===== config.mk =====
export PLATFORM = sky130hd
export DESIGN_NAME = page_translation_cache_lru_unit
export DESIGN_NICKNAME = d
export VERILOG_FILES = /design/src/sv/ptc_pkg.sv /design/src/sv/ptc_cfg.sv /design/src/sv/ptc_cell.sv /design/src/sv/page_translation_cache_lru_unit.sv
export SDC_FILE = /design/constraint.sdc
export NUM_CORES = 2
export LEC_CHECK = 0
export BUFFER_PORTS_ARGS = -buffer_cell sky130_fd_sc_hd__buf_2
export CAP_MARGIN = 20
export CORE_ASPECT_RATIO = 1.1
export CORE_MARGIN = 4
export CORE_UTILIZATION = 25
export DETAILED_ROUTE_END_ITERATION = 8
export PLACE_DENSITY = 0.38
export SLEW_MARGIN = 0
export SYNTH_ARGS = -nofsm -noshare
export SYNTH_HDL_FRONTEND = slang
export SYNTH_SLANG_ARGS = --single-unit
export TNS_END_PERCENT = 10

===== constraint.sdc =====
create_clock -name clk -period 9.8 [get_ports clk]
set_input_delay 1.47 -clock clk [delete_from_list [all_inputs] [get_ports clk]]
set_output_delay 1.47 -clock clk [all_outputs]
set_load 0.01 [all_outputs]

===== src/sv/ptc_pkg.sv =====
package ptc_pkg;

  localparam logic CMD_LOOKUP = 1'b0;
  localparam logic CMD_UPDATE = 1'b1;

  localparam logic REG_PAGE_OFFSET_BITS = 1'b0;
  localparam logic REG_CAPACITY_IN_USE  = 1'b1;

  localparam logic [4:0] PAGE_OFFSET_BITS_RESET = 5'd12;
  localparam logic [4:0] CAPACITY_RESET         = 5'd16;

  typedef struct packed {
    logic        command;
    logic [31:0] virtual_address;
    logic [15:0] process_id;
    logic [31:0] machine_address;
  } req_item_t;

  typedef struct packed {
    logic        hit;
    logic [31:0] translated_address;
  } rsp_item_t;

  typedef struct packed {
    logic [4:0] page_offset_bits;
    logic [4:0] capacity_in_use;
  } cfg_t;

  typedef struct packed {
    logic [31:0] vpage;
    logic [15:0] pid;
    logic [31:0] mpage;
    logic [31:0] stamp;
  } entry_data_t;

  typedef struct packed {
    logic insert;
    logic refresh;
    logic touch;
    logic evict;
  } cell_cmd_t;

  typedef struct packed {
    logic        valid;
    logic        hit;
    logic        page_match;
    logic [31:0] mpage;
  } cell_stat_t;

  typedef struct packed {
    logic        found;
    logic [31:0] stamp;
  } cand_t;

endpackage


===== src/sv/ptc_cfg.sv =====
module ptc_cfg import ptc_pkg::*; (
  input  logic        clk,
  input  logic        rst,
  input  logic        psel,
  input  logic        penable,
  input  logic        pwrite,
  input  logic [2:0]  paddr,
  input  logic [31:0] pwdata,
  output logic [31:0] prdata,
  output logic        pready,
  output cfg_t        cfg
);

  logic write_en;

  assign pready   = 1'b1;
  assign write_en = psel && penable && pwrite;

  always_ff @(posedge clk) begin
    if (rst) begin
      cfg.page_offset_bits <= PAGE_OFFSET_BITS_RESET;
      cfg.capacity_in_use  <= CAPACITY_RESET;
    end else if (write_en) begin
      unique case (paddr[2])
        REG_PAGE_OFFSET_BITS: cfg.page_offset_bits <= pwdata[4:0];
        REG_CAPACITY_IN_USE:  cfg.capacity_in_use  <= pwdata[4:0];
        default: ;
      endcase
    end
  end

  always_comb begin
    unique case (paddr[2])
      REG_PAGE_OFFSET_BITS: prdata = {27'd0, cfg.page_offset_bits};
      REG_CAPACITY_IN_USE:  prdata = {27'd0, cfg.capacity_in_use};
      default:              prdata = 32'd0;
    endcase
  end

endmodule


===== src/sv/ptc_cell.sv =====
module ptc_cell import ptc_pkg::*; #(
  parameter int IW    = 4,
  parameter int INDEX = 0
) (
  input  logic          clk,
  input  logic          rst,
  input  cell_cmd_t     cmd,
  input  entry_data_t   bus,
  output cell_stat_t    stat,
  input  cand_t         cand_in,
  input  logic [IW-1:0] idx_in,
  output cand_t         cand_out,
  output logic [IW-1:0] idx_out
);

  logic        valid;
  logic [31:0] vpage;
  logic [15:0] pid;
  logic [31:0] mpage;
  logic [31:0] stamp;
  logic        take;

  always_ff @(posedge clk) begin
    if (rst) begin
      valid <= 1'b0;
    end else if (cmd.insert) begin
      valid <= 1'b1;
    end else if (cmd.evict) begin
      valid <= 1'b0;
    end
  end

  always_ff @(posedge clk) begin
    if (cmd.insert) begin
      vpage <= bus.vpage;
    end
    if (cmd.insert || cmd.refresh) begin
      pid   <= bus.pid;
      mpage <= bus.mpage;
    end
    if (cmd.insert || cmd.refresh || cmd.touch) begin
      stamp <= bus.stamp;
    end
  end

  assign stat.valid      = valid;
  assign stat.page_match = valid && (vpage == bus.vpage);
  assign stat.hit        = valid && (vpage != 32'd0) && (vpage == bus.vpage) &&
                           (pid == bus.pid) && (mpage != 32'd0);
  assign stat.mpage      = mpage;

  // The oldest entry so far travels one cell to the right each cycle.
  assign take = valid && (!cand_in.found || (stamp < cand_in.stamp));

  always_ff @(posedge clk) begin
    if (take) begin
      cand_out.found <= 1'b1;
      cand_out.stamp <= stamp;
      idx_out        <= IW'(INDEX);
    end else begin
      cand_out <= cand_in;
      idx_out  <= idx_in;
    end
  end

endmodule


===== src/sv/page_translation_cache_lru_unit.sv =====
// Fully associative page translation cache with least recently used
// replacement, tagged by process id.
// Items enter on the req channel (valid/ready) and each gives exactly one
// item on the rsp channel (valid/ready). A lookup answers the machine page
// ORed with the page offset on a hit; an update answers a miss with zero.
// Registers page_offset_bits and capacity_in_use sit on the APB port at
// byte addresses 0 and 4; they must be written by the user only while
// the block is idle, as the block itself does not enforce it. The block
// works on one item at a time. A lookup or an update that needs no
// eviction passes from the EXEC state to the RESP state, where its result
// is loaded into the output register. An update that must evict first
// waits in the SCAN state for the oldest-entry search to ripple along
// the row of cells, one cell per cycle, before it moves to RESP.
// A new item is accepted while the previous result still waits in the
// output register; if the receiver stalls, the next result waits in the
// block until the output register is free, and no further item is taken.
// A synchronous reset empties the table, clears the stamp counter and
// restores page_offset_bits to 12 and capacity_in_use to 16.
module page_translation_cache_lru_unit import ptc_pkg::*; #(
  parameter int ENTRIES = 16
) (
  input  logic        clk,
  input  logic        rst,
  input  logic        req_valid,
  output logic        req_ready,
  input  req_item_t   req,
  output logic        rsp_valid,
  input  logic        rsp_ready,
  output rsp_item_t   rsp,
  input  logic        psel,
  input  logic        penable,
  input  logic        pwrite,
  input  logic [2:0]  paddr,
  input  logic [31:0] pwdata,
  output logic [31:0] prdata,
  output logic        pready
);

  localparam int IW   = (ENTRIES > 1) ? $clog2(ENTRIES) : 1;
  localparam int FW   = $clog2(ENTRIES + 1);
  localparam int CMPW = (FW > 5) ? FW : 5;

  localparam logic [1:0] ST_IDLE   = 2'd0;
  localparam logic [1:0] ST_EXEC   = 2'd1;
  localparam logic [1:0] ST_SCAN   = 2'd2;
  localparam logic [1:0] ST_RESP   = 2'd3;

  cfg_t        cfg;
  logic [1:0]  state;
  logic [1:0]  state_next;
  req_item_t   item;
  logic [31:0] item_stamp;
  logic [31:0] stamp_counter;
  logic [FW-1:0] fill_count;
  logic [FW-1:0] scan_count;
  logic        res_hit;
  logic [31:0] res_addr;

  logic [31:0] offset_mask;
  entry_data_t bus;
  cell_cmd_t   cmds  [ENTRIES];
  cell_stat_t  stats [ENTRIES];
  cand_t       cand  [ENTRIES+1];
  logic [IW-1:0] idx [ENTRIES+1];

  logic          any_hit;
  logic [IW-1:0] hit_idx;
  logic          any_match;
  logic [IW-1:0] match_idx;
  logic          slot_ok;
  logic [IW-1:0] slot_idx;
  logic [CMPW-1:0] cap_eff;
  logic          full;
  logic          upd_live;
  logic          do_insert;
  logic          do_evict;
  logic          accept;
  logic          rsp_load;

  ptc_cfg u_cfg (
    .clk     (clk),
    .rst     (rst),
    .psel    (psel),
    .penable (penable),
    .pwrite  (pwrite),
    .paddr   (paddr),
    .pwdata  (pwdata),
    .prdata  (prdata),
    .pready  (pready),
    .cfg     (cfg)
  );

  assign offset_mask = ~(32'hFFFF_FFFF << cfg.page_offset_bits);
  assign bus.vpage   = item.virtual_address & ~offset_mask;
  assign bus.pid     = item.process_id;
  assign bus.mpage   = item.machine_address & ~offset_mask;
  assign bus.stamp   = item_stamp;

  assign cand[0] = '0;
  assign idx[0]  = '0;

  for (genvar k = 0; k < ENTRIES; k++) begin : g_cell
    ptc_cell #(
      .IW    (IW),
      .INDEX (k)
    ) u_cell (
      .clk      (clk),
      .rst      (rst),
      .cmd      (cmds[k]),
      .bus      (bus),
      .stat     (stats[k]),
      .cand_in  (cand[k]),
      .idx_in   (idx[k]),
      .cand_out (cand[k+1]),
      .idx_out  (idx[k+1])
    );
  end

  always_comb begin
    any_hit   = 1'b0;
    hit_idx   = '0;
    any_match = 1'b0;
    match_idx = '0;
    slot_ok   = 1'b0;
    slot_idx  = '0;
    for (int k = ENTRIES - 1; k >= 0; k--) begin
      if (stats[k].hit) begin
        any_hit = 1'b1;
        hit_idx = IW'(k);
      end
      if (stats[k].page_match) begin
        any_match = 1'b1;
        match_idx = IW'(k);
      end
      if (!stats[k].valid ||
          (do_evict && (idx[ENTRIES] == IW'(k)))) begin
        slot_ok  = 1'b1;
        slot_idx = IW'(k);
      end
    end
  end

  assign cap_eff  = (CMPW'(cfg.capacity_in_use) > CMPW'(ENTRIES)) ?
                    CMPW'(ENTRIES) : CMPW'(cfg.capacity_in_use);
  assign full     = CMPW'(fill_count) >= cap_eff;
  assign upd_live = (item.command == CMD_UPDATE) && (cap_eff != '0) &&
                    (item.virtual_address != 32'd0);
  assign do_evict = (state == ST_SCAN) && (scan_count == FW'(ENTRIES - 1)) &&
                    cand[ENTRIES].found;
  assign do_insert = slot_ok &&
                     (((state == ST_EXEC) && upd_live && !any_match && !full) ||
                      ((state == ST_SCAN) && (scan_count == FW'(ENTRIES - 1))));

  always_comb begin
    for (int k = 0; k < ENTRIES; k++) begin
      cmds[k].insert  = do_insert && (slot_idx == IW'(k));
      cmds[k].evict   = do_evict && (idx[ENTRIES] == IW'(k));
      cmds[k].refresh = (state == ST_EXEC) && upd_live && any_match &&
                        (match_idx == IW'(k));
      cmds[k].touch   = (state == ST_EXEC) && (item.command == CMD_LOOKUP) &&
                        any_hit && (hit_idx == IW'(k));
    end
  end

  assign req_ready = (state == ST_IDLE);
  assign accept    = req_valid && req_ready;
  assign rsp_load  = (state == ST_RESP) && (!rsp_valid || rsp_ready);

  always_comb begin
    state_next = state;
    unique case (state)
      ST_IDLE: begin
        if (accept) begin
          state_next = ST_EXEC;
        end
      end
      ST_EXEC: begin
        if (upd_live && !any_match && full) begin
          state_next = ST_SCAN;
        end else begin
          state_next = ST_RESP;
        end
      end
      ST_SCAN: begin
        if (scan_count == FW'(ENTRIES - 1)) begin
          state_next = ST_RESP;
        end
      end
      ST_RESP: begin
        if (rsp_load) begin
          state_next = ST_IDLE;
        end
      end
      default: state_next = ST_IDLE;
    endcase
  end

  always_ff @(posedge clk) begin
    if (rst) begin
      state         <= ST_IDLE;
      stamp_counter <= 32'd0;
      fill_count    <= '0;
      scan_count    <= '0;
      rsp_valid     <= 1'b0;
    end else begin
      state <= state_next;
      if (accept) begin
        stamp_counter <= stamp_counter + 32'd1;
      end
      if (do_insert && !do_evict) begin
        fill_count <= fill_count + FW'(1);
      end else if (do_evict && !do_insert) begin
        fill_count <= fill_count - FW'(1);
      end
      if (state == ST_SCAN) begin
        scan_count <= scan_count + FW'(1);
      end else begin
        scan_count <= '0;
      end
      if (rsp_load) begin
        rsp_valid <= 1'b1;
      end else if (rsp_ready) begin
        rsp_valid <= 1'b0;
      end
    end
  end

  always_ff @(posedge clk) begin
    if (accept) begin
      item       <= req;
      item_stamp <= stamp_counter;
    end
    if (state == ST_EXEC) begin
      res_hit  <= (item.command == CMD_LOOKUP) && any_hit;
      res_addr <= ((item.command == CMD_LOOKUP) && any_hit) ?
                  (stats[hit_idx].mpage | (item.virtual_address & offset_mask)) :
                  32'd0;
    end
    if (rsp_load) begin
      rsp.hit                <= res_hit;
      rsp.translated_address <= res_addr;
    end
  end

endmodule

# After elaboration in Yosys (flattened, before gate mapping)
# Cells that the tools add are included.
[totals]
reg_bits = 2587
in_bits = 123
output_inout_bits = 68
wordCells = 773
[op_classes]
addsub = 4
n_lt_le_gt_ge = 18
n_eq_ne = 99
shift = 1
n_mux = 158
bitwise = 10
n_reduce_logical = 341
[op_table]
columns = ["cell", "n"]
rows = [
  ["nonzero test 32 bit", 33],
  ["equality test 32 bit", 16],
  ["two-way mux 32 bit", 16],
  ["< comparator 32 bit", 15],
  ["equality test 16 bit", 16],
  ["two-way mux 4 bit", 48],
  ["logical AND 1 bit", 179],
  ["binary-select mux 35 bit (select 4 bit)", 1],
  ["equality test 4 bit (second input constant)", 32],
  ["bitwise AND 32 bit", 3],
  ["two-way mux 1 bit", 84],
  ["logical OR 1 bit", 65],
  ["equality test 4 x 3 -> 1 bit (second input constant)", 16],
  ["NOT 32 bit", 2],
  ["case mux 32 bit (2 select lines)", 1],
  ["zero test 1 bit", 36],
  ["nonzero test 2 bit", 18],
  ["two-way mux 33 bit", 1],
  ["adder 32 x 1 -> 32 bit (second input constant)", 1],
  ["equality test 4 x 2 -> 1 bit (second input constant)", 8],
  ["OR 32 bit", 1],
  ["<< shifter 32 x 5 -> 32 bit (first input constant)", 1],
  ["equality test 4 x 1 -> 1 bit (second input constant)", 4],
  ["zero test 4 bit", 4],
  ["20 further kinds", 30],
]

# Longest topological paths before layout
[depth]
word_depth = 31
mapped_depth = 25
ltp_nobuf = 20

# Hierarchy
# From an unflattened synthesis, not the netlist that was laid out.
[unflattened]
cells_unflattened = 7952
hier_area_um2 = 113476.3
[by_module_without_submodules]
columns = ["mod", "instances", "cells_per_inst", "area_per_inst_um2", "seq_area_each_um2"]
rows = [
  ["ptc_cell at g_cell[1].u_cell ...", 9, 395, 6154.7, 4124.0],
  ["ptc_cell at g_cell[10].u_cell ...", 6, 394, 6167.2, 4124.0],
  ["page_translation_cache_lru_unit", 1, 1559, 14301.2, 6276.0],
  ["ptc_cell at g_cell[0].u_cell", 1, 394, 6042.0, 4124.0],
  ["ptc_cfg", 1, 80, 738.2, 200.2],
]

# Worst setup path before layout
# Ideal clock, no wire load.
[synth_path]
path_type = "flip-flop to flip-flop"
start = "register u_cfg.cfg[8] (netlist name)"
end = "register g_cell[9].u_cell.stamp[0] (enable)"
setup_time_ps = 428
t_arrival_ps = 8412
t_required_ps = 9372
slack_ps = 961
stages_incl_launch_ff = 18
n_path_buf = 4
synth_period_minus_slack_ps = 8839
path_cell_list = "dfxtp_1 buf_4 buf_4 buf_4 a41oi_1 nand2_1 buf_4 xor2_1 or4b_2 nor4_1 a211oi_1 or3_1 a21oi_1 nor2_1 o211ai_1 o211ai_1 o31ai_1 o21bai_1"
[synth_via]
elab_chain_cells = 30
word_cells_on_any_way = 162
cone_classes = "eq/ne: 18; shift: 1; mux: 64; bitwise: 3; reduce/logical: 76"
[synth_lines]
columns = ["element", "line_no", "text"]
rows = [
  ["<< shifter 32 x 5 -> 32 bit (*)", "page_translation_cache_lru_unit.sv:93", "assign offset_mask = ~(32'hFFFF_FFFF << cfg.page_offset_bits);"],
  ["NOT 32 bit (*)", "page_translation_cache_lru_unit.sv:93", ""],
  ["NOT 32 bit (*)", "page_translation_cache_lru_unit.sv:94", "assign bus.vpage = item.virtual_address & ~offset_mask;"],
  ["bitwise AND 32 bit (*)", "page_translation_cache_lru_unit.sv:94", ""],
  ["equality test 32 bit", "ptc_cell.sv:47, ptc_cell.sv:48", ""],
  ["logical AND 1 bit", "ptc_cell.sv:47", "assign stat.page_match = valid && (vpage == bus.vpage);"],
  ["two-way mux 1 bit (16 in series)", "page_translation_cache_lru_unit.sv:131", "if (stats[k].page_match) begin"],
  ["zero test 1 bit", "page_translation_cache_lru_unit.sv:151", "(((state == ST_EXEC) && upd_live && !any_match && !full) ||"],
  ["logical AND 1 bit (2 in series)", "page_translation_cache_lru_unit.sv:151", ""],
  ["logical OR 1 bit", "page_translation_cache_lru_unit.sv:151", ""],
  ["logical AND 1 bit", "page_translation_cache_lru_unit.sv:150", "assign do_insert = slot_ok &&"],
  ["logical AND 1 bit", "page_translation_cache_lru_unit.sv:156", "cmds[k].insert = do_insert && (slot_idx == IW'(k));"],
  ["logical OR 1 bit", "ptc_cell.sv:41", "if (cmd.insert || cmd.refresh || cmd.touch) begin"],
  ["logical OR 1 bit (*)", "ptc_cell.sv:41", ""],
  ["end signal, assigned", "ptc_cell.sv:42", "stamp <= bus.stamp;"],
  ["end, declared", "ptc_cell.sv:20", "logic [31:0] stamp;"],
]
# Mark *: on every way between the ends. The rest lies on a longest branch, timed or not.
# A chain may end at the register's enable or synchronous reset.

# Worst setup path after layout
[layout_path]
start = "register u_cfg.cfg[5] (netlist name)"
end = "register g_cell[12].u_cell.stamp[8] (enable)"
[layout_via]
elab_chain_cells = 30
word_cells_on_any_way = 162
cone_classes = "eq/ne: 18; shift: 1; mux: 64; bitwise: 3; reduce/logical: 76"
[layout_lines]
columns = ["element", "line_no"]
rows = [
  ["<< shifter 32 x 5 -> 32 bit (*)", "page_translation_cache_lru_unit.sv:93"],
  ["NOT 32 bit (*)", "page_translation_cache_lru_unit.sv:93"],
  ["NOT 32 bit (*)", "page_translation_cache_lru_unit.sv:94"],
  ["bitwise AND 32 bit (*)", "page_translation_cache_lru_unit.sv:94"],
  ["equality test 32 bit", "ptc_cell.sv:47, ptc_cell.sv:48"],
  ["logical AND 1 bit", "ptc_cell.sv:47"],
  ["two-way mux 1 bit (16 in series)", "page_translation_cache_lru_unit.sv:131"],
  ["zero test 1 bit", "page_translation_cache_lru_unit.sv:151"],
  ["logical AND 1 bit (2 in series)", "page_translation_cache_lru_unit.sv:151"],
  ["logical OR 1 bit", "page_translation_cache_lru_unit.sv:151"],
  ["logical AND 1 bit", "page_translation_cache_lru_unit.sv:150"],
  ["logical AND 1 bit", "page_translation_cache_lru_unit.sv:156"],
  ["logical OR 1 bit", "ptc_cell.sv:41"],
  ["logical OR 1 bit (*)", "ptc_cell.sv:41"],
  ["end signal, assigned", "ptc_cell.sv:42"],
  ["end, declared", "ptc_cell.sv:20"],
]
# Marked as above.

==> reports/results.ini <==
[synthesis]
synthFlopType=edfxtp_1
ys_seq_area_share_pct=62.7
yosys.cell_types.count=104
ys_async_sr_fraction_pct=0
synth_edf_count=1971
syn_inst=8614
syn_avg_cell_area_um2=13.2
netlist_area_um2=114000
synth_seq_cells=2587
yosysWarnings=0

[floorplanning]
core_um2=453000
die_area_um2=467000
die_w_um=652
pin_count=191
dieHeight_um=716
initial_utilization_pct=25.2
row_count=259

[cts]
clk_latency_ns=0.96
htreeDepth=5
clock-root-buffer=clkbuf_16
cts_buffers=316
cts_sinks=2587
cts_tree=done
postCtsHoldBufs=0
cts_buffer_depth=4
clk_pin_slew_worst_paths_ns=0.06
cts_resized=0
post_cts_buffers=0

[critical_path]
critPathCaptureType=register
crit_end=g_cell[12].u_cell.stamp[8]
crit_type=reg -> reg
crit-reg2reg-capture=g_cell[12].u_cell.stamp[8]
startpoint=u_cfg.cfg[5]
cp.arrival_ns=8.53
ff2ff_path_depth=18
start_kind=register
r2r_slack_ns=1.84
worstPathMaxFanout=32
cp.required_ns=10.38
r2r_start=u_cfg.cfg[5]

[status]
status=finished, final reports clean

[place]
dp_hpwl_um=314000
dp_cells=14800
place_congestion=0.938
portBuffers=133

[final_layout]
final_cell_mix=1971 x edfxtp_1, 612 x dfxtp_1, 571 x inv_1
final_cells=15400
fin_nets=9689
drive_gt1_share_pct=16.4
layout_commonest_cell=edfxtp_1
syn_to_final_growth_pct=17.7

[timing]
rsz0062_at_grt=no
worstMarginPinSlew_ns=1.17
finalHoldViolCount=0
max_slew_margin_pct=21.6
final_period_minus_worst_setup_slack_ns=7.96
tns_ns=0
maxSlewViolCount=0
setup_viol=0
fin_skew_ns=0.115
period_share_pct=81.2
fmax_ghz=0.126

[routing]
ant_nets=0
drc_errors=0
avgViaCountPerCell=4.87
drtIter0Drc=6329
via_count=74800
wl_per_cell_um=28.6
drtPass1Iterations=6
wirelength_um=439000

[pwr]
comb_power_share_pct=13.4
leakage_nw=46.6
switching_share_pct=28.2
p_int_w=0.0207
total_power_w=0.0289
power_density_nw_per_um2=215
irDropWorstVdd_v=0.000153
seq_power_share_pct=46.6
power.share.clock_pct=39.9
power_switching_w=0.00814

[grt]
grt_max_degree=68
antenna_found_initial=45
grt_pass1_vias=75600
grt-ovfl-total=0
grt_first_pass_wirelength_um=604000
globalRouteTotalUtil_pct=18.2

[worst_hold_path]
min_from=g_cell[0].u_cell.stamp[27]
hold_depth=1
hold_class=reg -> reg

[job]
cap_violations=0

==> final cells by class <==
class	count	area, um2
sequential	2587	71500
clock buffer	420	8640
multi-input combinational	5138	39400
tap	6003	7510
fill	45600	319000
antenna	29	72.6
clock inverter	156	1460
timing repair buffer	437	3410
inverter	604	2270
==> flip-flops by register name, summed over array words and instances (netlist names) <==
name	cells
u_cfg.cfg	10
g_cell.u_cell.stamp	512
res_hit	1
g_cell.u_cell.valid	16
g_cell.u_cell.pid	256
scan_count	5
g_cell.u_cell.idx_out	49
res_addr	32
g_cell.u_cell.vpage	512
g_cell.u_cell.cand_out	496
state	2
item	65
stamp_counter	32
g_cell.u_cell.mpage	512
fill_count	5
bus	16
item_stamp	32
rsp	33
rsp_valid	1
==> worst max-delay path: stages, from the launching register on <==
cell and delay (ns):
dfxtp_1 0.99, buf_4 0.48, o211ai_1 0.19, nand2_1 0.79, buf_4 0.42, xor2_1 0.22
nand3_1 0.13, nor4_1 0.31, nand4b_1 0.72, nor4_1 1.07, or4b_1 0.30, nor3b_1 0.09
and2_1 0.17, a21o_1 0.20, inv_2 0.24, nand2_1 0.20, or2_1 0.44, o311ai_4 0.30
buf_12 0.25
==> worst min path at each step <==
stage and endpoint:
5_1_grt g_cell[0].u_cell.cand_out[28], 6_report g_cell[0].u_cell.cand_out[27], 3_5_place_dp g_cell[13].u_cell.idx_out[2], 3_3_place_gp g_cell[6].u_cell.idx_out[2], 2_1_floorplan g_cell[0].u_cell.cand_out[32], 4_1_cts g_cell[0].u_cell.cand_out[27]
==> power by group through the flow <==
| stage | logic, W | clock network [W] | registers, W |
|---|---|---|---|
| 2_1_floorplan | 0.00205 | 0 | 0.0134 |
| 3_3_place_gp | 0.00388 | 0 | 0.0137 |
| 3_5_place_dp | 0.00388 | 0 | 0.0137 |
| 4_1_cts | 0.00391 | 0.0119 | 0.0135 |
| 5_1_grt | 0.00416 | 0.0124 | 0.0136 |
| 6_report | 0.00388 | 0.0115 | 0.0135 |
==> synthesized netlist by cell type, drive strengths merged (16+ instances only) <==
cell	number	area (um2)
a2111oi	27	236
a211o	16	140
a211oi	44	335
a21boi	20	150
a21o	160	1200
a21oi	232	1160
a221oi	16	146
a22oi	22	165
a31oi	34	213
and2	70	438
and3	49	307
and4	22	193
buf	138	853
clkbuf	173	649
dfxtp	616	12300
edfxtp	1971	59200
ha	481	6020
inv	604	2270
mux2	445	5010
mux2i	198	1980
nand2	327	1240
nand2b	139	870
nand3	113	576
nand4	257	1610
nand4b	22	193
nor2	288	1080
nor2b	126	788
nor3	90	450
nor4	386	2430
nor4b	22	193
o2111ai	58	508
o211ai	55	418
o21a	37	278
o21ai	298	1510
o221ai	23	201
o22ai	66	413
o31a	16	140
o31ai	16	120
or2	54	338
or3	41	257
or4	21	161
xnor2	204	1790
xor2	407	3560
==> per-layer routing <==
layer	vias to the layer above	GRT usage (%)	wire (um)
met5	-	0	0
met3	881	3.18	27600
met2	2889	30.1	205000
li1	33400	-	-
met1	37600	22.9	181000
met4	0	9.28	25500
==> cells by family after synthesis <==
| logic type | count (synthesis) | share of synthesized area, % |
|---|---|---|
| adders and majority gates | 484 | 5.31 |
| and+or+nand+nor | 2093 | 10.3 |
| muxes | 643 | 6.13 |
| other | 2 | 0.00658 |
| xor gates and xnor gates | 611 | 4.69 |
| buffers and inverters | 915 | 3.30 |
| DFF | 2587 | 62.7 |
| AOI/OAI and AO/OA | 1279 | 7.59 |
==> metrics by stage <==
stage | utilization [%] | hold WS, ns | worst slack, ns | cell area, um2
6_report | 29.6 | 0.388 | 1.84 | 134000
4_1_cts | 29.6 | 0.363 | 1.89 | 134000
2_1_floorplan | - | 0.329 | 0.961 | 114000
3_5_place_dp | 27.4 | 0.398 | 1.97 | 124000
5_1_grt | 29.6 | 0.396 | 1.87 | 134000
3_3_place_gp | 27.3 | 0.400 | 2.02 | 124000
Power figures use the tool's default switching activity.
